### config.mk
export PLATFORM = sky130hd
export DESIGN_NAME = sgr_mouse_report_parser_core
export DESIGN_NICKNAME = d
export VERILOG_FILES = /design/src/rtl/smrp_pkg.sv /design/src/rtl/smrp_parser.sv /design/src/rtl/sgr_mouse_report_parser_core.sv
export VERILOG_INCLUDE_DIRS = /design/src /design/src/rtl
export SDC_FILE = /design/constraint.sdc
export NUM_CORES = 1
export LEC_CHECK = 0
export BUFFER_PORTS_ARGS = -buffer_cell sky130_fd_sc_hd__buf_4
export CAP_MARGIN = 20
export CORE_AREA = 2 2 159 130
export DETAILED_ROUTE_END_ITERATION = 8
export DIE_AREA = 0 0 161 132
export MAX_ROUTING_LAYER = met4
export PLACE_DENSITY_LB_ADDON = 0.15
export RECOVER_POWER = 50
export SETUP_SLACK_MARGIN = 0.2
export SYNTH_ARGS = -nofsm -noshare
export SYNTH_HDL_FRONTEND = slang
export SYNTH_SLANG_ARGS = --single-unit
### constraint.sdc
create_clock -name clk -period 11.7 [get_ports clk]
set_clock_uncertainty 0.1 [all_clocks]
set_input_delay 1.17 -clock clk [delete_from_list [all_inputs] [get_ports clk]]
set_output_delay 1.17 -clock clk [all_outputs]
set_load 0.1 [all_outputs]
### src/rtl/sgr_mouse_report_parser_core_defines.svh
// ----------------------------------------------------------------------------
// SGR mouse report parser assertion macros
// Shared property forms for the parser core, clocked on clk and disabled
// while arst_n is low.
// ----------------------------------------------------------------------------
`ifndef SGR_MOUSE_REPORT_PARSER_CORE_DEFINES_SVH
`define SGR_MOUSE_REPORT_PARSER_CORE_DEFINES_SVH

// Consequent must hold in the same cycle as the antecedent.
`define SMRP_ASSERT_SAME(label, ante, cons, msg) \
	label: assert property (@(posedge clk) disable iff (!arst_n) (ante) |-> (cons)) \
		else $error(msg);

// Consequent must hold in the cycle after the antecedent.
`define SMRP_ASSERT_NEXT(label, ante, cons, msg) \
	label: assert property (@(posedge clk) disable iff (!arst_n) (ante) |=> (cons)) \
		else $error(msg);

`endif

### src/rtl/smrp_pkg.sv
// ----------------------------------------------------------------------------
// SGR mouse report parser package
// Event codes and the decoded event record shared by the parser modules.
// ----------------------------------------------------------------------------
`default_nettype none

package smrp_pkg;

	localparam int OUT_COORD_W = 16;

	typedef enum logic [2:0] {
		KIND_UNKNOWN    = 3'd0,
		KIND_PRESS      = 3'd1,
		KIND_RELEASE    = 3'd2,
		KIND_MOTION     = 3'd3,
		KIND_WHEEL_UP   = 3'd4,
		KIND_WHEEL_DOWN = 3'd5
	} kind_t;

	typedef enum logic [2:0] {
		BTN_NONE   = 3'd0,
		BTN_LEFT   = 3'd1,
		BTN_MIDDLE = 3'd2,
		BTN_RIGHT  = 3'd3,
		BTN_OTHER  = 3'd4
	} button_t;

	typedef struct packed {
		kind_t                  kind;
		button_t                button;
		logic [OUT_COORD_W-1:0] column;
		logic [OUT_COORD_W-1:0] row;
		logic [2:0]             mods;
	} event_t;

endpackage

`default_nettype wire

### src/rtl/smrp_parser.sv
// ----------------------------------------------------------------------------
// SGR mouse report parser state machine
// Matches the report byte by byte, accumulates the decimal fields and
// decodes the event that the final byte of a buffer completes.
// ----------------------------------------------------------------------------
`default_nettype none

module smrp_parser #(
	parameter int MAX_DIGITS = 15,
	parameter int COORD_BITS = 16
) (
	input  wire logic          clk,
	input  wire logic          arst_n,
	input  wire logic          take,
	input  wire logic [7:0]    byte_in,
	input  wire logic          last_byte,
	output smrp_pkg::event_t   evt
);

	localparam int CNT_W = 4;
	localparam int MAC_W = COORD_BITS + 4;
	localparam logic [CNT_W-1:0] MaxDigits = CNT_W'(MAX_DIGITS);

	localparam logic [7:0] ChEsc     = 8'h1B;
	localparam logic [7:0] ChBracket = 8'h5B;
	localparam logic [7:0] ChLt      = 8'h3C;
	localparam logic [7:0] ChSemi    = 8'h3B;
	localparam logic [7:0] ChPress   = 8'h4D;
	localparam logic [7:0] ChRelease = 8'h6D;
	localparam logic [7:0] ChZero    = 8'h30;
	localparam logic [7:0] ChNine    = 8'h39;

	typedef enum logic [7:0] {
		PH_ESC     = 8'b0000_0001,
		PH_BRACKET = 8'b0000_0010,
		PH_LT      = 8'b0000_0100,
		PH_CODE    = 8'b0000_1000,
		PH_COL     = 8'b0001_0000,
		PH_ROW     = 8'b0010_0000,
		PH_DONE    = 8'b0100_0000,
		PH_BAD     = 8'b1000_0000
	} phase_t;

	phase_t                ph_q, ph_d;
	logic [6:0]            code_q, code_d;
	logic [COORD_BITS-1:0] col_q, col_d;
	logic [COORD_BITS-1:0] row_q, row_d;
	logic [CNT_W-1:0]      cnt_q, cnt_d;
	logic                  rel_q, rel_d;

	logic                  is_digit;
	logic [3:0]            dval;
	logic [9:0]            code_mac;
	logic [COORD_BITS-1:0] acc_in;
	logic [MAC_W-1:0]      acc_mac;
	logic [COORD_BITS-1:0] acc_sat;
	logic [1:0]            bb;

	assign is_digit = byte_in inside {[ChZero:ChNine]};
	assign dval     = byte_in[3:0];
	assign code_mac = 10'({code_q, 3'b000}) + 10'({code_q, 1'b0}) + 10'(dval);
	assign acc_in   = (ph_q == PH_COL) ? col_q : row_q;
	assign acc_mac  = MAC_W'({acc_in, 3'b000}) + MAC_W'({acc_in, 1'b0}) + MAC_W'(dval);
	assign acc_sat  = (acc_mac[MAC_W-1:COORD_BITS] != '0) ? {COORD_BITS{1'b1}}
	                                                      : acc_mac[COORD_BITS-1:0];

	always_comb begin
		ph_d   = ph_q;
		code_d = code_q;
		col_d  = col_q;
		row_d  = row_q;
		cnt_d  = cnt_q;
		rel_d  = rel_q;
		case (ph_q)
			PH_ESC: begin
				ph_d = (byte_in == ChEsc) ? PH_BRACKET : PH_BAD;
			end
			PH_BRACKET: begin
				ph_d = (byte_in == ChBracket) ? PH_LT : PH_BAD;
			end
			PH_LT: begin
				ph_d  = (byte_in == ChLt) ? PH_CODE : PH_BAD;
				cnt_d = '0;
			end
			PH_CODE, PH_COL, PH_ROW: begin
				if (is_digit) begin
					if (cnt_q >= MaxDigits) begin
						ph_d = PH_BAD;
					end else begin
						cnt_d = cnt_q + 1'b1;
						if (ph_q == PH_CODE) begin
							code_d = code_mac[6:0];
						end else if (ph_q == PH_COL) begin
							col_d = acc_sat;
						end else begin
							row_d = acc_sat;
						end
					end
				end else if (ph_q != PH_ROW && byte_in == ChSemi) begin
					ph_d  = (ph_q == PH_CODE) ? PH_COL : PH_ROW;
					cnt_d = '0;
				end else if (ph_q == PH_ROW && byte_in inside {ChPress, ChRelease}) begin
					rel_d = (byte_in == ChRelease);
					ph_d  = PH_DONE;
				end else begin
					ph_d = PH_BAD;
				end
			end
			default: begin
			end
		endcase
	end

	assign bb = code_d[1:0];

	always_comb begin
		evt = '{kind: smrp_pkg::KIND_UNKNOWN, button: smrp_pkg::BTN_NONE,
		        column: '0, row: '0, mods: '0};
		if (ph_d == PH_DONE) begin
			evt.column = smrp_pkg::OUT_COORD_W'(col_d);
			evt.row    = smrp_pkg::OUT_COORD_W'(row_d);
			evt.mods   = code_d[4:2];
			if (code_d[6]) begin
				evt.kind = (bb == 2'd0) ? smrp_pkg::KIND_WHEEL_UP : smrp_pkg::KIND_WHEEL_DOWN;
			end else begin
				evt.kind = code_d[5] ? smrp_pkg::KIND_MOTION
				         : (rel_d ? smrp_pkg::KIND_RELEASE : smrp_pkg::KIND_PRESS);
				case (bb)
					2'd0:    evt.button = smrp_pkg::BTN_LEFT;
					2'd1:    evt.button = smrp_pkg::BTN_MIDDLE;
					2'd2:    evt.button = smrp_pkg::BTN_RIGHT;
					default: evt.button = code_d[5] ? smrp_pkg::BTN_NONE
					                                : smrp_pkg::BTN_OTHER;
				endcase
			end
		end
	end

	always_ff @(posedge clk or negedge arst_n) begin
		if (!arst_n) begin
			ph_q   <= PH_ESC;
			code_q <= '0;
			col_q  <= '0;
			row_q  <= '0;
			cnt_q  <= '0;
			rel_q  <= 1'b0;
		end else if (take && last_byte) begin
			ph_q   <= PH_ESC;
			code_q <= '0;
			col_q  <= '0;
			row_q  <= '0;
			cnt_q  <= '0;
			rel_q  <= 1'b0;
		end else if (take) begin
			ph_q   <= ph_d;
			code_q <= code_d;
			col_q  <= col_d;
			row_q  <= row_d;
			cnt_q  <= cnt_d;
			rel_q  <= rel_d;
		end
	end

endmodule

`default_nettype wire

### src/rtl/sgr_mouse_report_parser_core.sv
// ----------------------------------------------------------------------------
// SGR mouse report parser core: one byte per cycle, in_stall low while a slot is free.
// The last byte's event is registered in the output slot, or in the skid slot if that slot is held.
// Two result slots: input stalls only while two events wait for the consumer.
// Reset clears the parser to expect an escape byte and empties both slots.
// ----------------------------------------------------------------------------
`default_nettype none

`include "sgr_mouse_report_parser_core_defines.svh"

module sgr_mouse_report_parser_core #(
	parameter int MAX_DIGITS = 15,
	parameter int COORD_BITS = 16
) (
	input  wire logic        clk,
	input  wire logic        arst_n,
	input  wire logic        in_valid,
	output logic             in_stall,
	input  wire logic [7:0]  byte_in,
	input  wire logic        last_byte,
	output logic             out_valid,
	input  wire logic        out_stall,
	output logic [2:0]       event_kind,
	output logic [2:0]       button_id,
	output logic [15:0]      column,
	output logic [15:0]      row,
	output logic [2:0]       modifier_bits
);

	smrp_pkg::event_t res;
	smrp_pkg::event_t out_q;
	smrp_pkg::event_t skid_q;
	logic             out_valid_q;
	logic             skid_valid_q;
	logic             take;
	logic             res_valid;
	logic             out_take;

	assign in_stall  = skid_valid_q;
	assign take      = in_valid && !in_stall;
	assign res_valid = take && last_byte;
	assign out_take  = out_valid_q && !out_stall;

	smrp_parser #(
		.MAX_DIGITS (MAX_DIGITS),
		.COORD_BITS (COORD_BITS)
	) u_parser (
		.clk       (clk),
		.arst_n    (arst_n),
		.take      (take),
		.byte_in   (byte_in),
		.last_byte (last_byte),
		.evt       (res)
	);

	always_ff @(posedge clk or negedge arst_n) begin
		if (!arst_n) begin
			out_valid_q  <= 1'b0;
			skid_valid_q <= 1'b0;
		end else if (skid_valid_q) begin
			if (out_take) begin
				skid_valid_q <= 1'b0;
			end
		end else if (!out_valid_q || out_take) begin
			out_valid_q <= res_valid;
		end else if (res_valid) begin
			skid_valid_q <= 1'b1;
		end
	end

	always_ff @(posedge clk) begin
		if (skid_valid_q) begin
			if (out_take) begin
				out_q <= skid_q;
			end
		end else if (!out_valid_q || out_take) begin
			out_q <= res;
		end else if (res_valid) begin
			skid_q <= res;
		end
	end

	assign out_valid     = out_valid_q;
	assign event_kind    = out_q.kind;
	assign button_id     = out_q.button;
	assign column        = out_q.column;
	assign row           = out_q.row;
	assign modifier_bits = out_q.mods;

	`SMRP_ASSERT_SAME(a_skid_needs_out, skid_valid_q, out_valid_q, "Skid slot full while output slot empty.")
	`SMRP_ASSERT_NEXT(a_stalled_event_kept, res_valid && out_valid_q && out_stall, skid_valid_q, "Event lost behind a stalled output.")
	`SMRP_ASSERT_NEXT(a_skid_drains, skid_valid_q && !out_stall, out_valid_q && !skid_valid_q, "Skid slot did not move to the output.")

endmodule

`default_nettype wire

==> flow_metrics.env <==
export IMPL_worst_setup_hold_path_clk_slew_ps=70
export IMPL_cellPowerDensity_nw_per_um2=146
export IMPL_cap_violations=3
export IMPL_leakage_nw=3.56
export IMPL_dieArea_um2=21300
export IMPL_cp_num_buf_inv=2
export IMPL_ys_types=67
export IMPL_top_usage_layer="met1"
export IMPL_place_hpwl_um=12900
export IMPL_worstPathArrival_ps=5760
export IMPL_ir_drop_uv=77.2
export IMPL_synth_most_common_cell="nand2_1"
export IMPL_ys_flop_type="edfxtp_1"
export IMPL_cts_buffer_depth=2
export IMPL_reg2reg_slack_ps=6110
export IMPL_cp_end_kind="flop"
export IMPL_die_height_um=132
export IMPL_reg2reg_from="u_parser.ph_q[3]"
export IMPL_crit_slowest_cell="nand2_1"
export IMPL_cts_setup_buffers=0
export IMPL_synth_xor_area_share_pct=2.15
export IMPL_overflow=0
export IMPL_cts_resized=0
export IMPL_synth_edff_count=82
export IMPL_dr_first_iter_drc_count=457
export IMPL_numPortBuffers=55
export IMPL_synth_fa_ha_area_share_pct=7.99
export IMPL_hp_class="reg -> reg"
export IMPL_num_vias=5887
export IMPL_synth_commonest_cells="99 x nand2_1, 94 x nor2_1, 82 x edfxtp_1"
export IMPL_insertion_delay_ps=420
export IMPL_cts_hold_buffers=0
export IMPL_relSlewSlack_pct=-139
export IMPL_critPathMostFrequentCell="inv_1"
export IMPL_critPathTopFamily="simple AND/OR/NAND/NOR gates"
export IMPL_fp_row_count=46
export IMPL_status="complete, but fails checks"
export IMPL_initial_core_util_pct=39.5
export IMPL_worst_path_max_fanout=18
export IMPL_fin_ws_ps=6110
export IMPL_die_w_um=161
export IMPL_antenna_found_initial=0
export IMPL_synth_top_family_by_area="simple AND/OR/NAND/NOR gates"
export IMPL_synth_nets=820
export IMPL_drc=0
export IMPL_htreeDepth=4
export IMPL_gp_congestion=0.862
export IMPL_yosys_area_share_simple_pct=18.3
export IMPL_final_layout_size_suffix_gt1_share_pct=10.5
export IMPL_r2r_end="u_parser.col_q[7]"
export IMPL_tritoncts="done"
export IMPL_hold_depth=1
export IMPL_yosysTopAreaCellShare_pct=31.8
export IMPL_drt_vias_per_instance=5.47
export IMPL_numCtsBuffers=17
export IMPL_min_to="u_parser.cnt_q[3]"
export IMPL_r2r_cells=14
export IMPL_rsz0062_at_grt="false"
export IMPL_grt_start_max_net_pins=87
export IMPL_drt_wl_total_um=18500
export IMPL_power_mw=1.29
export IMPL_setup_viol=0
export IMPL_synth_area_um2=7730
export IMPL_syn2layout_area_growth_pct=13.6
export IMPL_final_nets=860
export IMPL_grt_pass1_wl_um=30200
export IMPL_io_pins=56
export IMPL_core_area_um2=19600
export IMPL_post_place_ws_ps=6090
export IMPL_grt_pass1_vias=5522
export IMPL_min_period_ps=5590
export IMPL_setup_tns_ps=0
export IMPL_final_hold_violation_count=0
export IMPL_use_met1_pct=27.7
export IMPL_ys_warn_count=0
export IMPL_report_final_slew_viol_count=185
export IMPL_drt_pass1_iter_count=5
export IMPL_numClockSinks=136
export IMPL_hp_start="u_parser.cnt_q[3]"
export IMPL_ys_seq_area_share_pct=49.3
export IMPL_required_ps=11870
export IMPL_worst_setup_path_type="reg -> reg"
export IMPL_failed_checks="capacitance limit, slew limit"
export IMPL_wl_per_cell_um=17.2
export IMPL_slowest_delay_ps=630
export IMPL_gr_usage_met2_pct=25.1
export IMPL_avgSynthCellArea_um2=10.2
export IMPL_tightest_slew_ps=3580
export IMPL_clock_fmax_ghz=0.179
export IMPL_worst_setup_path_start_kind="flop"
export IMPL_syn_inst=760
export IMPL_synth_mux_area_share_pct=3.51
export IMPL_synth_compound_area_share_pct=15.3
export IMPL_crit_chain="nor4_4, nand2_1, mux2_2, inv_1, fa_1, inv_1, ha_1, a21o_1, a211oi_1, a22oi_1, o211ai_1, nand4_1, nor4_1, o21ai_0"
export IMPL_yosys_area_top_type="edfxtp_1"
export IMPL_fin_util_pct=44.9
export IMPL_ant_nets=0
export IMPL_fin_crit_sh_pct=47.7
export IMPL_ctsRootBufferMaster="clkbuf_16"
export IMPL_grt_usage_pct=18.3
export IMPL_met3_usage_pct=3.77
export IMPL_synthTopCellsByArea="edfxtp_1 32%, dfrtp_1 17%, ha_1 7.0%"
export IMPL_async_flop_share_pct=39.7
export IMPL_ys_ff_latch=136
export IMPL_diodes=0
-- final cells by class --
| type | count | area [um2] |
|---|---|---|
| flip-flops and latches | 136 | 3820 |
| well taps | 264 | 330 |
| clock inverters | 15 | 156 |
| multi-input cells | 562 | 3680 |
| fillers | 1889 | 10800 |
| repair buffers | 63 | 307 |
| inverters | 20 | 75.1 |
| clock buffers | 17 | 425 |
-- metrics by stage --
step | std cells | cell area [um2] | hold slack, ps
finish | 1077 | 8790 | 402
global route | 1077 | 8790 | 415
CTS | 1076 | 8950 | 395
detailed placement | 1044 | 8370 | 386
global placement | 1042 | 8350 | 370
floorplan | 760 | 7730 | 346
-- how the worst max path moves through the flow --
stage / to / start / slack [ps] / depth (start not counted)
floorplan: u_parser.row_q[10] / u_parser.ph_q[3] / 7190 / 16
global placement: u_parser.row_q[3] / u_parser.ph_q[3] / 6220 / 14
detailed placement: u_parser.col_q[7] / u_parser.ph_q[2] / 6090 / 14
CTS: u_parser.col_q[7] / u_parser.ph_q[3] / 6080 / 14
global route: u_parser.cnt_q[3] / in_stall / 5680 / 7
finish: u_parser.col_q[7] / u_parser.ph_q[3] / 6110 / 14
-- worst reg2reg max path: cells and delay by family (launching register included) --
kind	cells	cell delay, ps
AND/OR/NAND/NOR	4	2340
AO/OA/AOI/OAI	5	1150
adder cells (fa/ha/maj)	2	810
flip-flops	1	500
multiplexers	1	440
buffers and inverters	2	110
-- routing by layer --
| metal | wire length [um] | part of all wire (%) |
|---|---|---|
| met3 | 1090 | 5.9 |
| met5 | 0 | 0 |
| met1 | 9780 | 53 |
| met4 | 155 | 0.84 |
| met2 | 7470 | 40 |
-- layout by cell type, fill, tap and decap left out, types with 5 or more instances in the layout --
| master | Yosys | final |
|---|---|---|
| edfxtp_1 | 82 | 82 |
| nand4_1 | 5 | 5 |
| o21a_1 | 11 | 11 |
| o21ai_1 | 12 | 12 |
| and3_1 | 6 | 6 |
| o21ai_0 | 53 | 53 |
| mux2i_1 | 8 | 7 |
| nand2_1 | 99 | 99 |
| nand3_1 | 12 | 12 |
| inv_1 | 20 | 20 |
| nor4_1 | 19 | 19 |
| nor3_1 | 9 | 9 |
| o31ai_1 | 39 | 39 |
| dfrtp_1 | 53 | 52 |
| nor2b_1 | 7 | 7 |
| mux2_2 | 17 | 17 |
| a211oi_1 | 5 | 5 |
| ha_1 | 43 | 43 |
| nor2_1 | 94 | 93 |
| xnor2_1 | 16 | 16 |
| clkbuf_1 | 26 | 46 |
| a21o_1 | 6 | 6 |
| nand2b_1 | 8 | 8 |
| buf_4 | 1 | 16 |
| clkbuf_16 | 0 | 17 |
| a21oi_1 | 21 | 21 |
-- kinds of logic (layout without fill, tap and decap cells) --
logic type,count (synthesis),after routing
adder cells (fa/ha/maj),47,47
flip-flops,136,136
multiplexers,25,25
AND/OR/NAND/NOR,293,293
XOR/XNOR,19,19
buffers and inverters,62,115
AO/OA/AOI/OAI,178,178
-- sequential cells by signal, indices dropped and copies added, names as in the netlist --
| register | count |
|---|---|
| u_parser.row_q | 16 |
| u_parser.ph_q | 8 |
| column | 16 |
| in_stall | 1 |
| u_parser.code_q | 7 |
| out_valid | 1 |
| event_kind | 3 |
| button_id | 3 |
| modifier_bits | 3 |
| u_parser.col_q | 16 |
| u_parser.cnt_q | 4 |
| u_parser.rel_q | 1 |
| skid_q | 41 |
| row | 16 |
-- where the power goes --
part,switching [mW],total (mW),internal [mW],leakage [nW]
registers,0.0122,0.545,0.533,1.62
clock network,0.229,0.530,0.301,0.283
logic,0.176,0.210,0.0341,1.66
total,0.416,1.28,0.869,3.56
Power figures use the tool's default switching activity.
